`config.mk`:
```
export PLATFORM = sky130hd
export DESIGN_NAME = resource_constrained_list_scheduler_core
export DESIGN_NICKNAME = d
export VERILOG_FILES = /design/src/rcls_pkg.sv /design/src/rcls_ram.sv /design/src/resource_constrained_list_scheduler_core.sv
export SDC_FILE = /design/constraint.sdc
export NUM_CORES = 2
export LEC_CHECK = 0
export BUFFER_PORTS_ARGS = -buffer_cell sky130_fd_sc_hd__buf_2
export CAP_MARGIN = 20
export CORE_AREA = 2 2 270 272
export DETAILED_ROUTE_END_ITERATION = 16
export DIE_AREA = 0 0 272 274
export HOLD_SLACK_MARGIN = 0.06
export PLACE_DENSITY = 0.81
export SYNTH_ARGS = -nofsm -noshare
export SYNTH_HDL_FRONTEND = slang
export SYNTH_HIERARCHICAL = 1
export SYNTH_SLANG_ARGS = --single-unit
```
`constraint.sdc`:
```
create_clock -name clk_i -period 13.4 [get_ports clk_i]
set_clock_uncertainty 0.15 [all_clocks]
set_input_delay 1.34 -clock clk_i [delete_from_list [all_inputs] [get_ports clk_i]]
set_output_delay 1.34 -clock clk_i [all_outputs]
set_load 0.01 [all_outputs]
```
`src/rcls_pkg.sv`:
```
// Shared types and constants of the list scheduler core.
// Self-contained; imported by the scheduler top level.
package rcls_pkg;

  // Widths fixed by the request and result fields
  localparam int IDX_W      = 6;
  localparam int OP_W       = 2;
  localparam int CNT_W      = 4;
  localparam int STEP_OUT_W = 6;
  localparam int CFG_IDX_W  = 1;

  // Configuration register indexes
  localparam logic [CFG_IDX_W-1:0] CFG_ADDER_COUNT = 1'b0;
  localparam logic [CFG_IDX_W-1:0] CFG_MULT_COUNT  = 1'b1;

  // Steps until an operation's result is available
  localparam int ADD_LAT = 1;
  localparam int MUL_LAT = 3;

  // Node operation; also the kind recorded in the node table
  typedef enum logic [OP_W-1:0] {
    OP_OTHER = 2'd0,
    OP_ADD   = 2'd1,
    OP_MUL   = 2'd2
  } opcode_e;

  // One word of the per-step usage memory
  typedef struct packed {
    logic [CNT_W-1:0] adders;
    logic [CNT_W-1:0] mults;
  } usage_t;

endpackage

```
`src/rcls_ram.sv`:
```
// Generic single-port-write, single-port-read RAM with registered read data.
// No dependencies.
module rcls_ram #(
  parameter int WIDTH = 8,
  parameter int DEPTH = 64
) (
  input  logic                     clk_i,
  input  logic                     we_i,
  input  logic [$clog2(DEPTH)-1:0] waddr_i,
  input  logic [WIDTH-1:0]         wdata_i,
  input  logic [$clog2(DEPTH)-1:0] raddr_i,
  output logic [WIDTH-1:0]         rdata_o
);

  logic [WIDTH-1:0] mem_q [DEPTH];
  logic [WIDTH-1:0] rdata_q;

  always_ff @(posedge clk_i) begin
    if (we_i) begin
      mem_q[waddr_i] <= wdata_i;
    end
    rdata_q <= mem_q[raddr_i];
  end

  assign rdata_o = rdata_q;

endmodule

```
`src/resource_constrained_list_scheduler_core.sv`:
```
// Resource-constrained list scheduler: node table and per-step usage in two RAMs.
// Depends on rcls_pkg and rcls_ram.
// A request passes RD1, RD2 and CALC; unless it overflows there, an add or multiply
// searches forward over control steps (one per cycle, through the single read port
// of the usage RAM; a multiply reads at least three); a multiply books in MB1, MB2.
// One request is worked on at a time; the next is taken once the core is back in
// idle after the result moves to the output register. After reset a clearing pass
// over max(MAX_NODES, MAX_STEPS) addresses zeroes both RAMs; no request is taken
// until it ends; configuration writes are always taken. Unit counts reset to one.
module resource_constrained_list_scheduler_core #(
  parameter int MAX_STEPS = 64,
  parameter int MAX_NODES = 64
) (
  input  logic                               clk_i,
  input  logic                               rst_ni,
  // configuration write channel
  input  logic                               cfg_valid_i,
  output logic                               cfg_ready_o,
  input  logic [rcls_pkg::CFG_IDX_W-1:0]     cfg_index_i,
  input  logic [rcls_pkg::CNT_W-1:0]         cfg_data_i,
  // request channel
  input  logic                               in_valid_i,
  output logic                               in_ready_o,
  input  logic [rcls_pkg::IDX_W-1:0]         node_index_i,
  input  logic [rcls_pkg::OP_W-1:0]          opcode_i,
  input  logic [rcls_pkg::IDX_W-1:0]         first_pred_index_i,
  input  logic                               first_pred_present_i,
  input  logic [rcls_pkg::IDX_W-1:0]         second_pred_index_i,
  input  logic                               second_pred_present_i,
  // result channel
  output logic                               out_valid_o,
  input  logic                               out_ready_i,
  output logic [rcls_pkg::IDX_W-1:0]         scheduled_node_o,
  output logic [rcls_pkg::STEP_OUT_W-1:0]    start_step_o,
  output logic                               overflow_o
);

  import rcls_pkg::*;

  localparam int NODE_W    = $clog2(MAX_NODES);
  localparam int STEP_W    = $clog2(MAX_STEPS);
  // Extended step width: holds a finish step up to MAX_STEPS+2 and the search margin
  localparam int EW        = STEP_W + 1;
  localparam int NRAM_W    = OP_W + STEP_W;
  localparam int CLR_DEPTH = (MAX_NODES > MAX_STEPS) ? MAX_NODES : MAX_STEPS;
  localparam int CLR_W     = $clog2(CLR_DEPTH);
  // Reciprocal for the node index modulo: exact for 6-bit indexes and any depth >= 4
  localparam int RECIP_SH  = 12;
  localparam int RECIP     = ((1 << RECIP_SH) + MAX_NODES - 1) / MAX_NODES;

  localparam logic [STEP_W-1:0] LAST_STEP = STEP_W'(MAX_STEPS - 1);
  localparam logic [EW-1:0]     STEPS_E   = EW'(MAX_STEPS);
  localparam logic [CLR_W-1:0]  CLR_LAST  = CLR_W'(CLR_DEPTH - 1);

  typedef enum logic [3:0] {
    ST_CLR,
    ST_IDLE,
    ST_RD1,
    ST_RD2,
    ST_CALC,
    ST_SCAN,
    ST_MB1,
    ST_MB2,
    ST_DONE
  } state_e;

  // Fold a node index into the table depth: q = floor(v / MAX_NODES), rem = v - q*N
  function automatic logic [NODE_W-1:0] node_addr(input logic [IDX_W-1:0] v);
    logic [17:0] prod;
    logic [11:0] quo_n;
    logic [11:0] rem;
    prod  = 18'(v) * 18'(RECIP);
    quo_n = 12'(prod[17:RECIP_SH]) * 12'(MAX_NODES);
    rem   = 12'(v) - quo_n;
    return rem[NODE_W-1:0];
  endfunction

  // Finish step of a predecessor read from the node table; zero if it does not count
  function automatic logic [EW-1:0] pred_finish(input logic [NRAM_W-1:0] w,
                                                input logic present);
    logic [EW-1:0] st;
    logic [EW-1:0] fin;
    st  = EW'(w[STEP_W-1:0]);
    fin = '0;
    if (present) begin
      unique case (w[NRAM_W-1:STEP_W])
        OP_ADD:  fin = st + EW'(ADD_LAT);
        OP_MUL:  fin = st + EW'(MUL_LAT);
        default: fin = '0;
      endcase
    end
    return fin;
  endfunction

  state_e                 state_q;
  logic [CLR_W-1:0]       clr_q;
  logic [CNT_W-1:0]       adder_count_q;
  logic [CNT_W-1:0]       mult_count_q;
  logic [NODE_W-1:0]      node_q;
  logic [IDX_W-1:0]       echo_q;
  opcode_e                op_q;
  logic [NODE_W-1:0]      p1_q;
  logic [NODE_W-1:0]      p2_q;
  logic                   p1_pres_q;
  logic                   p2_pres_q;
  logic [EW-1:0]          t1_q;
  logic [EW-1:0]          s_q;
  logic [STEP_W-1:0]      issue_q;
  logic [STEP_W-1:0]      chk_q;
  logic                   chk_vld_q;
  logic [1:0]             run_q;
  usage_t                 win0_q;
  usage_t                 win1_q;
  logic                   res_ovf_q;
  logic                   out_valid_q;
  logic [IDX_W-1:0]       out_node_q;
  logic [STEP_OUT_W-1:0]  out_step_q;
  logic                   out_ovf_q;

  // RAM ports
  logic                   node_we;
  logic [NODE_W-1:0]      node_waddr;
  logic [NRAM_W-1:0]      node_wdata;
  logic [NODE_W-1:0]      node_raddr;
  logic [NRAM_W-1:0]      node_rdata;
  logic                   usage_we;
  logic [STEP_W-1:0]      usage_waddr;
  usage_t                 usage_wdata;
  usage_t                 usage_rdata;

  // Datapath decisions
  logic [EW-1:0]          t2;
  logic [EW-1:0]          s0;
  logic                   calc_ovf;
  logic                   step_free;
  logic                   found;
  logic                   scan_end;
  logic [STEP_W-1:0]      found_step;
  logic [STEP_W-1:0]      s_low;

  assign s_low = s_q[STEP_W-1:0];

  // Earliest step from both predecessors; second one's entry arrives in CALC
  always_comb begin
    t2 = pred_finish(node_rdata, p2_pres_q);
    if (t1_q == '0 && t2 == '0) begin
      s0 = EW'(1);
    end else begin
      s0 = (t1_q > t2) ? t1_q : t2;
    end
    if (op_q == OP_MUL) begin
      calc_ovf = (s0 + EW'(2)) >= STEPS_E;
    end else begin
      calc_ovf = s0 >= STEPS_E;
    end
  end

  // Forward search: one usage word checked per cycle; a multiply needs a run of three
  always_comb begin
    if (op_q == OP_ADD) begin
      step_free  = usage_rdata.adders < adder_count_q;
      found      = chk_vld_q && step_free;
      found_step = chk_q;
    end else begin
      step_free  = usage_rdata.mults < mult_count_q;
      found      = chk_vld_q && step_free && (run_q == 2'd2);
      found_step = chk_q - STEP_W'(2);
    end
    scan_end = chk_vld_q && (chk_q == LAST_STEP);
  end

  // RAM control: clearing pass, node record, usage booking write-back
  always_comb begin
    node_raddr  = (state_q == ST_RD1) ? p1_q : p2_q;
    node_we     = 1'b0;
    node_waddr  = node_q;
    node_wdata  = {op_q, found_step};
    usage_we    = 1'b0;
    usage_waddr = chk_q;
    usage_wdata = usage_rdata;
    unique case (state_q)
      ST_CLR: begin
        node_we     = 32'(clr_q) < MAX_NODES;
        node_waddr  = clr_q[NODE_W-1:0];
        node_wdata  = '0;
        usage_we    = 32'(clr_q) < MAX_STEPS;
        usage_waddr = clr_q[STEP_W-1:0];
        usage_wdata = '0;
      end
      ST_CALC: begin
        // other operations book nothing; record them at the earliest step
        node_we    = (op_q == OP_OTHER) && !calc_ovf;
        node_wdata = {op_q, s0[STEP_W-1:0]};
      end
      ST_SCAN: begin
        node_we  = found;
        usage_we = found;
        if (op_q == OP_ADD) begin
          usage_wdata.adders = usage_rdata.adders + CNT_W'(1);
        end else begin
          usage_wdata.mults = usage_rdata.mults + CNT_W'(1);
        end
      end
      ST_MB1: begin
        usage_we          = 1'b1;
        usage_waddr       = s_low + STEP_W'(1);
        usage_wdata       = win0_q;
        usage_wdata.mults = win0_q.mults + CNT_W'(1);
      end
      ST_MB2: begin
        usage_we          = 1'b1;
        usage_waddr       = s_low;
        usage_wdata       = win1_q;
        usage_wdata.mults = win1_q.mults + CNT_W'(1);
      end
      default: begin
      end
    endcase
  end

  assign cfg_ready_o      = 1'b1;
  assign in_ready_o       = (state_q == ST_IDLE);
  assign out_valid_o      = out_valid_q;
  assign scheduled_node_o = out_node_q;
  assign start_step_o     = out_step_q;
  assign overflow_o       = out_ovf_q;

  always_ff @(posedge clk_i or negedge rst_ni) begin
    if (!rst_ni) begin
      state_q       <= ST_CLR;
      clr_q         <= '0;
      adder_count_q <= CNT_W'(1);
      mult_count_q  <= CNT_W'(1);
      node_q        <= '0;
      echo_q        <= '0;
      op_q          <= OP_OTHER;
      p1_q          <= '0;
      p2_q          <= '0;
      p1_pres_q     <= 1'b0;
      p2_pres_q     <= 1'b0;
      t1_q          <= '0;
      s_q           <= '0;
      issue_q       <= '0;
      chk_q         <= '0;
      chk_vld_q     <= 1'b0;
      run_q         <= '0;
      win0_q        <= '0;
      win1_q        <= '0;
      res_ovf_q     <= 1'b0;
      out_valid_q   <= 1'b0;
      out_node_q    <= '0;
      out_step_q    <= '0;
      out_ovf_q     <= 1'b0;
    end else begin
      // configuration is taken in any state
      if (cfg_valid_i) begin
        unique case (cfg_index_i)
          CFG_ADDER_COUNT: adder_count_q <= cfg_data_i;
          CFG_MULT_COUNT:  mult_count_q  <= cfg_data_i;
          default: begin
          end
        endcase
      end

      // drop the result once taken; in DONE the refill below owns the flag
      if (out_valid_q && out_ready_i && state_q != ST_DONE) begin
        out_valid_q <= 1'b0;
      end

      unique case (state_q)
        ST_CLR: begin
          clr_q <= clr_q + CLR_W'(1);
          if (clr_q == CLR_LAST) begin
            state_q <= ST_IDLE;
          end
        end
        ST_IDLE: begin
          if (in_valid_i) begin
            node_q    <= node_addr(node_index_i);
            echo_q    <= node_index_i;
            p1_q      <= node_addr(first_pred_index_i);
            p2_q      <= node_addr(second_pred_index_i);
            p1_pres_q <= first_pred_present_i;
            p2_pres_q <= second_pred_present_i;
            unique case (opcode_i)
              OP_ADD:  op_q <= OP_ADD;
              OP_MUL:  op_q <= OP_MUL;
              default: op_q <= OP_OTHER;
            endcase
            state_q <= ST_RD1;
          end
        end
        ST_RD1: begin
          state_q <= ST_RD2;
        end
        ST_RD2: begin
          t1_q    <= pred_finish(node_rdata, p1_pres_q);
          state_q <= ST_CALC;
        end
        ST_CALC: begin
          s_q       <= s0;
          issue_q   <= s0[STEP_W-1:0];
          chk_vld_q <= 1'b0;
          run_q     <= '0;
          res_ovf_q <= calc_ovf;
          if (calc_ovf || op_q == OP_OTHER) begin
            state_q <= ST_DONE;
          end else begin
            state_q <= ST_SCAN;
          end
        end
        ST_SCAN: begin
          // advance the read address, holding at the last step
          if (issue_q != LAST_STEP) begin
            issue_q <= issue_q + STEP_W'(1);
          end
          chk_q     <= issue_q;
          chk_vld_q <= 1'b1;
          if (found) begin
            s_q       <= EW'(found_step);
            res_ovf_q <= 1'b0;
            state_q   <= (op_q == OP_ADD) ? ST_DONE : ST_MB1;
          end else if (chk_vld_q) begin
            // hold the two previous words of the run for the multiply write-back
            win0_q <= usage_rdata;
            win1_q <= win0_q;
            run_q  <= step_free ? run_q + 2'd1 : 2'd0;
            if (scan_end) begin
              res_ovf_q <= 1'b1;
              state_q   <= ST_DONE;
            end
          end
        end
        ST_MB1: begin
          state_q <= ST_MB2;
        end
        ST_MB2: begin
          state_q <= ST_DONE;
        end
        ST_DONE: begin
          if (!out_valid_q || out_ready_i) begin
            out_valid_q <= 1'b1;
            out_node_q  <= echo_q;
            out_step_q  <= res_ovf_q ? '0 : STEP_OUT_W'(s_q);
            out_ovf_q   <= res_ovf_q;
            state_q     <= ST_IDLE;
          end
        end
        default: begin
          state_q <= ST_IDLE;
        end
      endcase
    end
  end

  rcls_ram #(
    .WIDTH (NRAM_W),
    .DEPTH (MAX_NODES)
  ) u_node_ram (
    .clk_i   (clk_i),
    .we_i    (node_we),
    .waddr_i (node_waddr),
    .wdata_i (node_wdata),
    .raddr_i (node_raddr),
    .rdata_o (node_rdata)
  );

  rcls_ram #(
    .WIDTH ($bits(usage_t)),
    .DEPTH (MAX_STEPS)
  ) u_usage_ram (
    .clk_i   (clk_i),
    .we_i    (usage_we),
    .waddr_i (usage_waddr),
    .wdata_i (usage_wdata),
    .raddr_i (issue_q),
    .rdata_o (usage_rdata)
  );

  // An adder booking never takes a step past the configured count
  a_add_within_count: assert property (@(posedge clk_i) disable iff (!rst_ni)
    (state_q == ST_SCAN && usage_we && op_q == OP_ADD) |->
      (usage_wdata.adders <= adder_count_q))
    else $error("adder booked beyond configured count");

  // An overflowing request leaves the node table untouched
  a_ovf_no_record: assert property (@(posedge clk_i) disable iff (!rst_ni)
    (state_q == ST_DONE && res_ovf_q) |-> !$past(node_we))
    else $error("node table written for an overflowing request");

  // A multiply booking always lies wholly within the step range
  a_mul_in_range: assert property (@(posedge clk_i) disable iff (!rst_ni)
    (state_q == ST_MB1) |-> ((s_q + EW'(2)) < STEPS_E))
    else $error("multiply booked past the last step");

  // A new result only ever comes from the completion state
  a_result_source: assert property (@(posedge clk_i) disable iff (!rst_ni)
    $rose(out_valid_q) |-> ($past(state_q) == ST_DONE))
    else $error("result raised outside completion");

endmodule

```
==> key figures <==
Status
  • Status: finished, final reports clean

Clock tree
  • CTS tree: yes
  • CTS root buffer: clkbuf_16
  • Clk sinks: between 1000 and 1500
  • H-tree depth: 3
  • Cts hold-fix bufs: 0
  • Clk slew on worst S/H paths: roughly 0.060 ns
  • Post-cts resize count: 0
  • Postcts setup bufs: 0
  • Clk_lat worst skew: slightly below 0.7 ns
  • Clock buffer depth: 3
  • Num CTS Buffers: about 110

Floorplanning
  • Initial Util: roughly 64%
  • Die width: about 270 um
  • Die height: 274 um
  • Die area: ~0.075 mm2
  • Num ports: 48
  • Core Rows: 99
  • Core area: ~0.07 mm2

Timing
  • Final Max Slew Viols: 0
  • Worst slew pin tran: ~1.1 ns
  • Setup TNS Final: 0 ns
  • Fmax: 168.8 MHz
  • Fin crit share: between 40 and 50%
  • RSZ-0062 raised after global routing: no
  • Crit path time final: ~6 ns
  • Relative slew margins: a little over a quarter
  • Setup Viol. Count Final: 0
  • Final Hold Vio Count: 0

Final layout
  • Ant diodes: 0
  • Final net count: about 2600
  • Area grow syn2layout: 10.54%
  • Fraction of layout cells with a size suffix above 1: about a quarter

Yosys
  • Post-synth net total: ~2500
  • Commonest register cell after synthesis: edfxtp_1
  • Cells after Synth: between 2000 and 2500
  • Count leader, synth: edfxtp_1
  • Synth warnings: 6
  • Cell Area, Synth: 0.04621 mm2
  • Syn avg cell area: 18.63 um2
  • Share of the yosys chip area belonging to registers: roughly 73%
  • Top cell type's share of synthesized area: around 67%
  • Largest cells by area after synthesis: edfxtp_1, mux4_2, dfrtp_1, mux2_2, nor2_1
  • FFs w/ async S/R, synth: 8.692%
  • Post-synth top cells: edfxtp_1, mux4_2, nor2_1
  • Yosys cell types: 85
  • Synth area leader: edfxtp_1
  • Synthesized flop and latch total: 1139
  • Post-synth EDFFs: between 1000 and 1500

Hold path
  • Worst min-delay path class: reg -> reg

Critical path
  • Endpoint class of the critical path: register
  • CP max-delay cell: nor2_1
  • Setup CP Type: reg -> reg
  • Worst-path maximum fanout: 8
  • Largest stage delay on the critical path: 0.73 ns
  • CP Launch Type: register
  • Worst endpoint data arrival time: just over 6 ns
  • Cells along the critical path: inv_1 -> ha_1 -> ha_1 -> a21oi_2 -> o21a_1 -> nor2_1 -> nor2_1 -> clkinv_1 -> ha_1 -> a21o_1 -> a221oi_2 -> and2_1 -> mux2i_1 -> nand3_1 -> nand3_1 -> nor2b_1 -> nand3_1 -> nor2_1
  • Critical Path RT: about 14 ns

Global routing
  • Initial antenna violation count: 0
  • Largest net degree at the start of global routing: slightly below 80
  • Global Route Usage Sum: a little under a third
  • First-pass GRT wire length: 165400 um
  • Vias in the first global route: 25394
  • Total grt overflow: 0

Detailed routing
  • Metal2 WL: roughly 54000 um
  • WL final: 111300 um
  • Post-route ant nets: 0
  • Met3 WL: around 13000 um
  • WL per Instance: ~31 um
  • Vias/cell: roughly 7.0
  • DRC violations left: 0
  • Starting DRT DRC Count: 4060
  • First-pass DRT Iterations: 6
  • Top sig layer: met4
  • DR vias: about 25000
  • Met1 wire length: 39660 um

Power and ir drop
  • Pwr Total: 0.01331 W
  • Max IR drop VDD: 0.2671 mV
  • Leak Pwr: 16.66 nW
  • PD cells: about 260 mW/mm2

Placed design
  • Gpl congestion: around 0.89
  • PortBufs: 46
  • DP HPWL: 62810 um

Run
  • Max-cap violations: 0
-- cells by family (layout without fill, tap and decap cells) --
logic type | Yosys count | in the layout | synth area share [%]
simple gates | 523 | 523 | 5.304
other cells | 1 | 1 | 0.008115
fa+ha+maj | 24 | 24 | 0.6661
buf+inv | 146 | 318 | 1.779
compound gates | 234 | 234 | 3.669
xor+xnor | 19 | 19 | 0.3601
mux | 395 | 395 | 15.61
flops | 1139 | 1139 | 72.60
-- placed cells by master, fill, tap and decap left out, types with 11 or more instances in the layout --
| master | count |
|---|---|
| nand3_1 | 50 |
| edfxtp_1 | 1024 |
| mux2i_1 | 58 |
| buf_2 | 47 |
| clkbuf_16 | 110 |
| clkinv_2 | 23 |
| clkbuf_1 | 20 |
| nor3_1 | 25 |
| o221ai_1 | 17 |
| mux2_2 | 72 |
| o21ai_0 | 46 |
| nor2_1 | 194 |
| dfxtp_1 | 16 |
| a221oi_1 | 13 |
| bufinv_16 | 11 |
| nor2b_1 | 33 |
| nand2_1 | 130 |
| inv_1 | 22 |
| buf_4 | 38 |
| clkinv_1 | 21 |
| a21oi_1 | 24 |
| nand2b_1 | 31 |
| mux4_2 | 252 |
| dfrtp_1 | 93 |
| o22ai_1 | 19 |
| ha_1 | 23 |
| nand4_1 | 11 |
-- where the power goes --
group | internal, W | leakage, nW | switching, W
registers | 0.00511 | 10.7 | 0.000275
logic | 0.00157 | 4.18 | 0.00327
clock network | 0.00176 | 1.77 | 0.00134
total | 0.00844 | 16.7 | 0.00488
-- per-stage QoR --
step	cells	cell area, um2	hold WS [ns]	util [%]	setup slack [ns]
2_1_floorplan	2481	46210	0.3007	-	6.795
3_3_place_gp	3399	47380	0.3095	65.83	8.076
3_5_place_dp	3401	47390	0.3168	65.85	7.817
4_1_cts	3605	51020	0.3301	70.89	7.675
5_1_grt	3612	51080	0.3700	70.97	7.308
6_report	3612	51080	0.3275	70.97	7.477
-- per-layer routing --
layer	vias up	GRT usage (%)
met1	12896	41.87
li1	10170	-
met3	340	6.988
met4	0	10.70
met2	1946	48.15
met5	-	0
-- flip-flops by register name, summed over array words and instances, names as in the netlist, 4 cells and up --
name and cells:
clr_q 6, p2_q 6, state_q 4, s_q 6, win0_q 8, start_step_o 6, u_usage_ram/mem_q 512, p1_q 6
t1_q 7, u_usage_ram/rdata_o 8, echo_q 6, chk_q 6, adder_count_q 4, u_node_ram/mem_q 512, win1_q 8, scheduled_node_o 6
mult_count_q 4, u_node_ram/rdata_o 8, issue_q 6
-- critical path, delay by kind of cell, from the launching register on --
kind | cells | cell delay [ns]
compound gates | 4 | 0.82
fa+ha+maj | 3 | 0.88
buf+inv | 2 | 0.23
flops | 1 | 0.32
mux | 1 | 0.40
simple gates | 8 | 2.71
-- area by class of cell --
type | count | area [um2]
flip-flops and latches | 1139 | 33560
repair buffers | 90 | 569.3
clock inverters | 70 | 745.7
fillers | 4026 | 20890
multi-input cells | 1196 | 12030
inverters | 24 | 90.09
clock buffers | 134 | 2883
well taps | 959 | 1200
-- worst paths after layout --
path                       depth (start not counted)             startpoint  slack [ns]                 endpoint
max in group asynchronous                          2                 rst_ni       11.34               issue_q[1]
hold reg to reg                                    2        start_step_o[2]        0.33          start_step_o[2]
setup / recovery                                  18  u_node_ram/rdata_o[6]        7.48  u_node_ram/mem_q[14][1]
setup reg to reg                                  18  u_node_ram/rdata_o[6]        7.48  u_node_ram/mem_q[14][1]
hold / removal                                     2        start_step_o[2]        0.33          start_step_o[2]
min in group asynchronous                          1                 rst_ni        0.38                win0_q[1]
(Power assumes the default switching activity.)
